===== src/hdl/lssf_pkg.sv =====
`timescale 1ns / 1ps
// Shared types and constants of the line sensor steering and features unit.
// No dependencies; every other file refers to it by scoped names.
package lssf_pkg;

    localparam int SAMPLE_W = 12;
    localparam int GAIN_W   = 16;
    localparam int ERR_W    = 16;
    localparam int CMD_W    = 20;
    localparam int MASK_W   = 7;
    localparam int CFG_W    = 16;
    localparam int CFG_IDX_W = 2;

    // divider geometry: quotient fits 15 bits, denominator at most 5 * 4095
    localparam int QUOT_W = 15;
    localparam int DEN_W  = 15;
    localparam int NUMAB_W = 15;
    localparam int FRAC_W = 12;
    localparam int MAG_W  = NUMAB_W + FRAC_W;
    localparam int REM_W  = DEN_W + 1;
    localparam int CNT_W  = 4;
    localparam logic [CNT_W-1:0] ITER_LAST = CNT_W'(QUOT_W - 1);

    // PD datapath
    localparam int MUL_W  = 17;
    localparam int PROD_W = 2 * MUL_W;
    localparam int ACC_W  = PROD_W + 1;
    localparam int SHR_W  = ACC_W - FRAC_W;

    localparam logic signed [CMD_W-1:0] CMD_MAX = {1'b0, {(CMD_W-1){1'b1}}};
    localparam logic signed [CMD_W-1:0] CMD_MIN = {1'b1, {(CMD_W-1){1'b0}}};

    localparam logic [GAIN_W-1:0]   PROP_GAIN_RST   = 16'd819;
    localparam logic [GAIN_W-1:0]   DERIV_GAIN_RST  = 16'd0;
    localparam logic [SAMPLE_W-1:0] LINE_THR_RST    = 12'd2700;
    localparam logic [SAMPLE_W-1:0] CENTER_THR_RST  = 12'd4000;

    localparam logic [CFG_IDX_W-1:0] CFG_PROP_GAIN  = 2'd0;
    localparam logic [CFG_IDX_W-1:0] CFG_DERIV_GAIN = 2'd1;
    localparam logic [CFG_IDX_W-1:0] CFG_LINE_THR   = 2'd2;
    localparam logic [CFG_IDX_W-1:0] CFG_CENTER_THR = 2'd3;

    typedef struct packed {
        logic [SAMPLE_W-1:0] sense_far_left;
        logic [SAMPLE_W-1:0] sense_left;
        logic [SAMPLE_W-1:0] sense_middle;
        logic [SAMPLE_W-1:0] sense_right;
        logic [SAMPLE_W-1:0] sense_far_right;
        logic [SAMPLE_W-1:0] sense_center_a;
        logic [SAMPLE_W-1:0] sense_center_b;
    } frame_t;

    typedef struct packed {
        logic signed [CMD_W-1:0] steer_command;
        logic signed [ERR_W-1:0] position_error;
        logic                    no_signal;
        logic [MASK_W-1:0]       feature_mask;
    } result_t;

    typedef struct packed {
        logic              done;
        logic [QUOT_W-1:0] quotient;
    } div_status_t;

    typedef enum logic [4:0] {
        ST_IDLE = 5'b00001,
        ST_DIV  = 5'b00010,
        ST_MULP = 5'b00100,
        ST_MULD = 5'b01000,
        ST_SAT  = 5'b10000
    } state_t;

endpackage


===== src/hdl/lssf_divider.sv =====
`timescale 1ns / 1ps
// Restoring divider, one quotient bit per cycle, for the position error.
// Depends on lssf_pkg.
module lssf_divider (
    input  logic                          clk,
    input  logic                          rst_n,
    input  logic                          start,
    input  logic [lssf_pkg::MAG_W-1:0]    dividend,
    input  logic [lssf_pkg::DEN_W-1:0]    divisor,
    output lssf_pkg::div_status_t         status
);

    logic                             busy_reg, busy_next;
    logic                             done_reg, done_next;
    logic [lssf_pkg::CNT_W-1:0]       cnt_reg, cnt_next;
    logic [lssf_pkg::REM_W-1:0]       rem_reg, rem_next;
    logic [lssf_pkg::QUOT_W-1:0]      shq_reg, shq_next;
    logic [lssf_pkg::DEN_W-1:0]       den_reg, den_next;
    logic [lssf_pkg::REM_W-1:0]       trial;
    logic                             fits;

    // the quotient stays below 2^15, so the top dividend bits are already below the divisor
    assign trial = {rem_reg[lssf_pkg::REM_W-2:0], shq_reg[lssf_pkg::QUOT_W-1]};
    assign fits  = (trial >= {1'b0, den_reg});

    always_comb
    begin
        busy_next = busy_reg;
        done_next = 1'b0;
        cnt_next  = cnt_reg;
        rem_next  = rem_reg;
        shq_next  = shq_reg;
        den_next  = den_reg;
        if (start)
        begin
            busy_next = 1'b1;
            cnt_next  = '0;
            rem_next  = lssf_pkg::REM_W'(dividend[lssf_pkg::MAG_W-1:lssf_pkg::QUOT_W]);
            shq_next  = dividend[lssf_pkg::QUOT_W-1:0];
            den_next  = divisor;
        end
        else if (busy_reg)
        begin
            rem_next = fits ? (trial - {1'b0, den_reg}) : trial;
            shq_next = {shq_reg[lssf_pkg::QUOT_W-2:0], fits};
            cnt_next = cnt_reg + 1'b1;
            if (cnt_reg == lssf_pkg::ITER_LAST)
            begin
                busy_next = 1'b0;
                done_next = 1'b1;
            end
        end
    end

    always_ff @(posedge clk or negedge rst_n)
    begin
        if (!rst_n)
        begin
            busy_reg <= 1'b0;
            done_reg <= 1'b0;
            cnt_reg  <= '0;
        end
        else
        begin
            busy_reg <= busy_next;
            done_reg <= done_next;
            cnt_reg  <= cnt_next;
        end
    end

    always_ff @(posedge clk)
    begin
        rem_reg <= rem_next;
        shq_reg <= shq_next;
        den_reg <= den_next;
    end

    assign status.done     = done_reg;
    assign status.quotient = shq_reg;

endmodule


===== src/hdl/lssf_features.sv =====
`timescale 1ns / 1ps
// Black-line feature tests of one frame against the two thresholds.
// Depends on lssf_pkg.
module lssf_features (
    input  lssf_pkg::frame_t                  frame,
    input  logic [lssf_pkg::SAMPLE_W-1:0]     line_thr,
    input  logic [lssf_pkg::SAMPLE_W-1:0]     center_thr,
    output logic [lssf_pkg::MASK_W-1:0]       mask
);

    logic b0, b1, b2, b3, b4, b5, b6;
    logic centers;

    assign b0 = frame.sense_far_left  >= line_thr;
    assign b1 = frame.sense_left      >= line_thr;
    assign b2 = frame.sense_middle    >= line_thr;
    assign b3 = frame.sense_right     >= line_thr;
    assign b4 = frame.sense_far_right >= line_thr;
    assign b5 = frame.sense_center_a  >= line_thr;
    assign b6 = frame.sense_center_b  >= line_thr;
    assign centers = b5 | b6;

    always_comb
    begin
        mask[0] = b0 & b2 & b4;
        mask[1] = (frame.sense_center_a >= center_thr) | (frame.sense_center_b >= center_thr);
        mask[2] = b2 & b5 & b6;
        mask[3] = b0 | b1 | b2 | b3 | b4;
        mask[4] = centers & b2;
        mask[5] = centers | b3;
        mask[6] = centers | b0;
    end

endmodule


===== src/hdl/line_sensor_steering_and_features_unit.sv =====
`timescale 1ns / 1ps
// Top level of the line sensor steering and features unit.
// Depends on lssf_pkg, lssf_divider and lssf_features.

// One frame of seven samples in, one result word out. From acceptance to the
// result register a frame passes capture, the bit-serial divider that forms
// the position error, the divider's report, the shared multiplier
// (proportional term, then derivative term) and scaling with saturation,
// which waits while the output register holds an untaken word. A frame with
// zero front sum skips the divider. in_stall stays high while a frame is in
// work; a finished result sits in the output register, and the next frame is
// taken while it waits. Gains and thresholds are to be written through the
// cfg_we/cfg_index/cfg_data port only while idle; the unit does not check it.
module line_sensor_steering_and_features_unit (
    input  logic                              clk,
    input  logic                              rst_n,
    input  logic                              in_valid,
    output logic                              in_stall,
    input  lssf_pkg::frame_t                  in_data,
    output logic                              out_valid,
    input  logic                              out_stall,
    output lssf_pkg::result_t                 out_data,
    input  logic                              cfg_we,
    input  logic [lssf_pkg::CFG_IDX_W-1:0]    cfg_index,
    input  logic [lssf_pkg::CFG_W-1:0]        cfg_data
);

    lssf_pkg::state_t                   state_reg, state_next;
    logic [lssf_pkg::GAIN_W-1:0]        prop_gain_reg, deriv_gain_reg;
    logic [lssf_pkg::SAMPLE_W-1:0]      line_thr_reg, center_thr_reg;
    logic signed [lssf_pkg::ERR_W-1:0]  prev_err_reg;
    logic signed [lssf_pkg::ERR_W-1:0]  err_reg;
    logic                               sign_reg, nosig_reg;
    logic [lssf_pkg::MASK_W-1:0]        mask_reg;
    logic signed [lssf_pkg::ACC_W-1:0]  acc_reg;
    logic                               out_valid_reg;
    lssf_pkg::result_t                  out_reg;

    logic                               accept;
    logic                               out_take;
    logic                               out_load;
    logic signed [16:0]                 num;
    logic [lssf_pkg::NUMAB_W-1:0]       num_abs;
    logic [lssf_pkg::DEN_W-1:0]         den;
    logic [lssf_pkg::MASK_W-1:0]        mask;
    lssf_pkg::div_status_t              div_status;
    logic signed [lssf_pkg::ERR_W-1:0]  div_err;
    logic signed [lssf_pkg::MUL_W-1:0]  change;
    logic signed [lssf_pkg::MUL_W-1:0]  mul_a, mul_b;
    logic signed [lssf_pkg::PROD_W-1:0] prod;
    logic signed [lssf_pkg::SHR_W-1:0]  scaled;
    logic signed [lssf_pkg::CMD_W-1:0]  cmd_sat;

    assign in_stall = (state_reg != lssf_pkg::ST_IDLE);
    assign accept   = in_valid & ~in_stall;
    assign out_take = out_valid_reg & ~out_stall;
    assign out_load = (state_reg == lssf_pkg::ST_SAT) & (~out_valid_reg | ~out_stall);

    // front weights -4, -1, 0, 1, 6
    assign num = -($signed({5'd0, in_data.sense_far_left}) <<< 2)
                 - $signed({5'd0, in_data.sense_left})
                 + $signed({5'd0, in_data.sense_right})
                 + ($signed({5'd0, in_data.sense_far_right}) <<< 2)
                 + ($signed({5'd0, in_data.sense_far_right}) <<< 1);
    assign num_abs = num[16] ? lssf_pkg::NUMAB_W'(-num) : lssf_pkg::NUMAB_W'(num);
    assign den = lssf_pkg::DEN_W'({3'd0, in_data.sense_far_left})
               + lssf_pkg::DEN_W'({3'd0, in_data.sense_left})
               + lssf_pkg::DEN_W'({3'd0, in_data.sense_middle})
               + lssf_pkg::DEN_W'({3'd0, in_data.sense_right})
               + lssf_pkg::DEN_W'({3'd0, in_data.sense_far_right});

    lssf_divider u_div (
        .clk      (clk),
        .rst_n    (rst_n),
        .start    (accept && (den != '0)),
        .dividend ({num_abs, {lssf_pkg::FRAC_W{1'b0}}}),
        .divisor  (den),
        .status   (div_status)
    );

    lssf_features u_feat (
        .frame      (in_data),
        .line_thr   (line_thr_reg),
        .center_thr (center_thr_reg),
        .mask       (mask)
    );

    assign div_err = sign_reg ? -$signed({1'b0, div_status.quotient})
                              :  $signed({1'b0, div_status.quotient});

    assign change = {err_reg[lssf_pkg::ERR_W-1], err_reg}
                  - {prev_err_reg[lssf_pkg::ERR_W-1], prev_err_reg};

    // one multiplier, proportional term first, derivative term next
    always_comb
    begin
        if (state_reg == lssf_pkg::ST_MULD)
        begin
            mul_a = change;
            mul_b = $signed({1'b0, deriv_gain_reg});
        end
        else
        begin
            mul_a = {err_reg[lssf_pkg::ERR_W-1], err_reg};
            mul_b = $signed({1'b0, prop_gain_reg});
        end
    end
    assign prod = mul_a * mul_b;

    // arithmetic shift is the floor of the Q.12 scaling
    assign scaled = lssf_pkg::SHR_W'(acc_reg >>> lssf_pkg::FRAC_W);

    always_comb
    begin
        priority if (scaled > lssf_pkg::SHR_W'(lssf_pkg::CMD_MAX))
            cmd_sat = lssf_pkg::CMD_MAX;
        else if (scaled < lssf_pkg::SHR_W'(lssf_pkg::CMD_MIN))
            cmd_sat = lssf_pkg::CMD_MIN;
        else
            cmd_sat = lssf_pkg::CMD_W'(scaled);
    end

    always_comb
    begin
        state_next = state_reg;
        unique case (state_reg)
            lssf_pkg::ST_IDLE:
                if (accept)
                    state_next = (den == '0) ? lssf_pkg::ST_MULP : lssf_pkg::ST_DIV;
            lssf_pkg::ST_DIV:
                if (div_status.done)
                    state_next = lssf_pkg::ST_MULP;
            lssf_pkg::ST_MULP:
                state_next = lssf_pkg::ST_MULD;
            lssf_pkg::ST_MULD:
                state_next = lssf_pkg::ST_SAT;
            lssf_pkg::ST_SAT:
                if (out_load)
                    state_next = lssf_pkg::ST_IDLE;
            default:
                state_next = lssf_pkg::ST_IDLE;
        endcase
    end

    always_ff @(posedge clk or negedge rst_n)
    begin
        if (!rst_n)
        begin
            state_reg      <= lssf_pkg::ST_IDLE;
            prop_gain_reg  <= lssf_pkg::PROP_GAIN_RST;
            deriv_gain_reg <= lssf_pkg::DERIV_GAIN_RST;
            line_thr_reg   <= lssf_pkg::LINE_THR_RST;
            center_thr_reg <= lssf_pkg::CENTER_THR_RST;
            prev_err_reg   <= '0;
            out_valid_reg  <= 1'b0;
        end
        else
        begin
            state_reg <= state_next;
            if (cfg_we)
            begin
                unique case (cfg_index)
                    lssf_pkg::CFG_PROP_GAIN:  prop_gain_reg  <= cfg_data;
                    lssf_pkg::CFG_DERIV_GAIN: deriv_gain_reg <= cfg_data;
                    lssf_pkg::CFG_LINE_THR:   line_thr_reg   <= cfg_data[lssf_pkg::SAMPLE_W-1:0];
                    lssf_pkg::CFG_CENTER_THR: center_thr_reg <= cfg_data[lssf_pkg::SAMPLE_W-1:0];
                    default: ;
                endcase
            end
            if (state_reg == lssf_pkg::ST_MULD)
                prev_err_reg <= err_reg;
            if (out_load)
                out_valid_reg <= 1'b1;
            else if (out_take)
                out_valid_reg <= 1'b0;
        end
    end

    always_ff @(posedge clk)
    begin
        if (accept)
        begin
            sign_reg  <= num[16];
            nosig_reg <= (den == '0);
            mask_reg  <= mask;
            err_reg   <= '0;
        end
        else if ((state_reg == lssf_pkg::ST_DIV) && div_status.done)
            err_reg <= div_err;
        if (state_reg == lssf_pkg::ST_MULP)
            acc_reg <= lssf_pkg::ACC_W'(prod);
        else if (state_reg == lssf_pkg::ST_MULD)
            acc_reg <= acc_reg + lssf_pkg::ACC_W'(prod);
        if (out_load)
        begin
            out_reg.steer_command  <= cmd_sat;
            out_reg.position_error <= err_reg;
            out_reg.no_signal      <= nosig_reg;
            out_reg.feature_mask   <= mask_reg;
        end
    end

    assign out_valid = out_valid_reg;
    assign out_data  = out_reg;

endmodule


===== config.mk =====
export PLATFORM = sky130hd
export DESIGN_NAME = line_sensor_steering_and_features_unit
export DESIGN_NICKNAME = d
export VERILOG_FILES = /design/src/hdl/lssf_pkg.sv /design/src/hdl/lssf_divider.sv /design/src/hdl/lssf_features.sv /design/src/hdl/line_sensor_steering_and_features_unit.sv
export SDC_FILE = /design/constraint.sdc
export NUM_CORES = 2
export LEC_CHECK = 0
export CORE_MARGIN = 1
export CORE_UTILIZATION = 55
export DETAILED_ROUTE_END_ITERATION = 10
export DONT_BUFFER_PORTS = 1
export PLACE_DENSITY = 0.68
export SYNTH_ARGS = -nofsm -noshare
export SYNTH_HDL_FRONTEND = slang
export SYNTH_SLANG_ARGS = --single-unit

===== constraint.sdc =====
create_clock -name clk -period 13.45 [get_ports clk]
set_input_delay 2.0175 -clock clk [delete_from_list [all_inputs] [get_ports clk]]
set_output_delay 2.0175 -clock clk [all_outputs]
set_load 0.03 [all_outputs]

==> results.yml <==
run_status:
  status: "completed"
detailed_routing:
  avgRoutedWirePerCell_microns: 19.39
  drc: 0
  ant_nets: 0
  drt_wl_total_microns: 70160
  viasPerCell: 5.701
  dr.first_iter.drc_count: 1387
  dr.pass1.iters: 6
  vias: 20631
power:
  clkPwrFrac_pct: 21.2
  p_leak_uw: 0.01462
  cellPowerDensity_nw_per_um2: 119.0
  power.total_uw: 3568
  power.sequential.fraction_pct: 28.5
  internal_power_uw: 2134
  p_comb_share_pct: 50.3
  power.switching_uw: 1434
  p_sw_share_pct: 40.19
  ir_worst_vdd_mv: 0.1062
placed_design:
  dpl.hpwl_microns: 57960
  gp_congestion: 0.9399
  numPlacedInstances: 3569
  portBuffers: 0
finish:
  finalNonFillerCells: 3619
  fin_util_pct: 59.37
  drive_above_1_share_pct: 6.108
  diodes: 0
  nets: 3677
  largest_register_ffs: 44
  area_growth_pct: 5.613
timing:
  fin_crit_sh_pct: 82.33
  max_freq_ghz: 0.09030
  worstMarginPinSlew_ns: 1.204
  min_period_ns: 11.07
  slew_headroom_pct: 19.62
  hold_viol: 0
  slew_viol_final: 0
  fin_setup_tns_ns: 0
  fin_skew_ns: 0.01904
  rsz0062_at_grt: "false"
  finalSetupViolCount: 0
die:
  rows: 82
  start_util_pct: 56.21
  num_io_pins: 153
  dieWidth_microns: 229.1
  die_area_sq_um: 52500
  core_area_sq_um: 50480
  die_y_microns: 229.1
yosys:
  ys_seq_area_share_pct: 22.16
  synth_top_family_by_area: "adder cells"
  synthMuxAreaShare_pct: 3.730
  synth_xor_area_share_pct: 4.507
  ys_types: 81
  yosysMostFrequentCell: "inv_1"
  syn-num-nets: 3712
  yosys-top-cells-area: "fa_1, ha_1, edfxtp_1, inv_1, dfrtp_1"
  synth-main-ff-cell: "edfxtp_1"
  synth-compound-area-share_pct: 13.23
  netlist_area_sq_um: 28370
  synth-adder-area-share_pct: 37.61
  synth_top_area_share_pct: 24.20
  ys_seq_elements: 233
  yosys.area_share.simple_pct: 11.12
  avgSynthCellArea_sq_um: 9.583
  synth_edf_count: 118
  ys_warn_count: 0
  yosysTopAreaCell: "fa_1"
  synth_cells: 2961
  yosys-top-cells-count: "inv_1, fa_1, ha_1"
  ys_async_sr_fraction_pct: 36.05
clock_tree:
  cts_tree: "built"
  post_cts_buffers: 0
  clockBufferDepth: 3
  cts_hold_buffers: 0
  cts.clk_slew.worst_paths_ns: 0.06
  cts_resized: 0
  clock_sinks: 233
  h-tree-depth: 1
  cts-root-buf: "clkbuf_16"
  worst_skew_pair.late_latency_ns: 0.58
  cts_made_buffers: 27
global_route:
  grt_usage_pct: 27.40
  gr-max-usage-layer: "met2"
  global_route.overflow_total: 0
  use_met3_pct: 6.001
  grt_start_max_net_pins: 85
  antenna_found_initial: 2
  grt_pass1_wl_microns: 115100
  grt_util_met1_pct: 34.81
  grt_pass1_vias: 21890
  met2_usage_pct: 47.05
worst_setup_path:
  critPathRequiredTime_ns: 13.76
  regToRegStartpoint: "err_reg[0]"
  cp-end-kind: "flip-flop"
  crit_type: "reg2reg"
  startpoint: "err_reg[0]"
  cp_max_fo: 8
  crit_top_cell: "fa_1"
  worstPathArrival_ns: 11.38
  worstSetupStartpointType: "flip-flop"
  slowest_delay_ns: 0.55
  crit_slowest_cell: "fa_1"
  reg2reg_setup_slack_ns: 2.38
worst_hold_path:
  min_path_type: "reg2reg"
  min_from: "mask_reg[2]"
run:
  maxCapViolations: 0
path summary, 6_finish.rpt:
kind	endpoint	cells past startpoint
worst max-delay path	acc_reg[34]	43
worst min register to register	out_data[2]	0
worst max register to register	acc_reg[34]	43
max in group asynchronous	center_thr_reg[5]	0
min in group asynchronous	state_reg[3]	0
worst min-delay path	out_data[2]	0
metal layers:
metal / share of wire [%] / routed length [microns]
met5: 0.033 / 23
met4: 2.9 / 2016
met2: 48 / 33690
met1: 42 / 29400
met3: 7.2 / 5024
critical path, delay by kind of cell (launching register included):
family / cells / cell delay (ns)
xor gates and xnor gates: 2 / 0.45
buffers and inverters: 5 / 0.29
and+or+nand+nor: 8 / 1.47
DFF: 1 / 0.36
adders and majority gates: 10 / 4.39
AOI/OAI and AO/OA: 18 / 3.85
layout by cell type, fill, tap and decap left out, types with 15 or more instances in the layout:
master,instances
o21a_1,23
dfxtp_1,31
fa_1,343
a21oi_1,128
or3_1,18
a211oi_1,20
nand3_1,43
mux2i_1,36
nand2_1,270
clkbuf_16,30
dfstp_2,18
buf_4,17
xnor2_1,84
nor2b_1,17
nand2b_1,23
a21o_1,122
edfxtp_1,118
a32oi_1,16
xor2_1,62
nor3_1,25
dfrtp_1,66
mux2_2,62
and2_1,23
inv_1,487
a31oi_1,15
ha_1,301
o21ai_0,113
nor2_1,221
kinds of logic (layout without fill, tap and decap cells):
logic type | count (synthesis) | in the layout
AOI/OAI and AO/OA | 560 | 560
xor gates and xnor gates | 146 | 146
adders and majority gates | 648 | 648
buffers and inverters | 570 | 556
DFF | 233 | 233
muxes | 98 | 98
and+or+nand+nor | 706 | 706
final cells by class:
type,count,area [sq um]
tap,672,840.8
clock inverter,9,91.34
sequential,233,6289
timing repair buffer,17,127.6
inverter,489,1836
multi-input combinational,2158,19950
fill,4387,20510
clock buffer,41,832.0
metrics by stage:
stage	setup slack (ns)	area, sq um	hold slack [ns]
finish	2.376	29970	0.4182
global route	1.764	29970	0.4371
CTS	2.509	29970	0.4184
detailed placement	2.529	29040	0.4051
global placement	2.837	29040	0.4046
floorplan	3.693	28370	0.4003
power by group through the flow:
stage / clock [uW] / combinational, uW / sequential [uW]
after detailed placement: 0 / 1770 / 1030
final: 755 / 1790 / 1020
after floorplan: 0 / 1410 / 996
after global placement: 0 / 1730 / 1020
after CTS: 771 / 1790 / 1020
after global routing: 798 / 2000 / 1030
(Power assumes the default switching activity.)
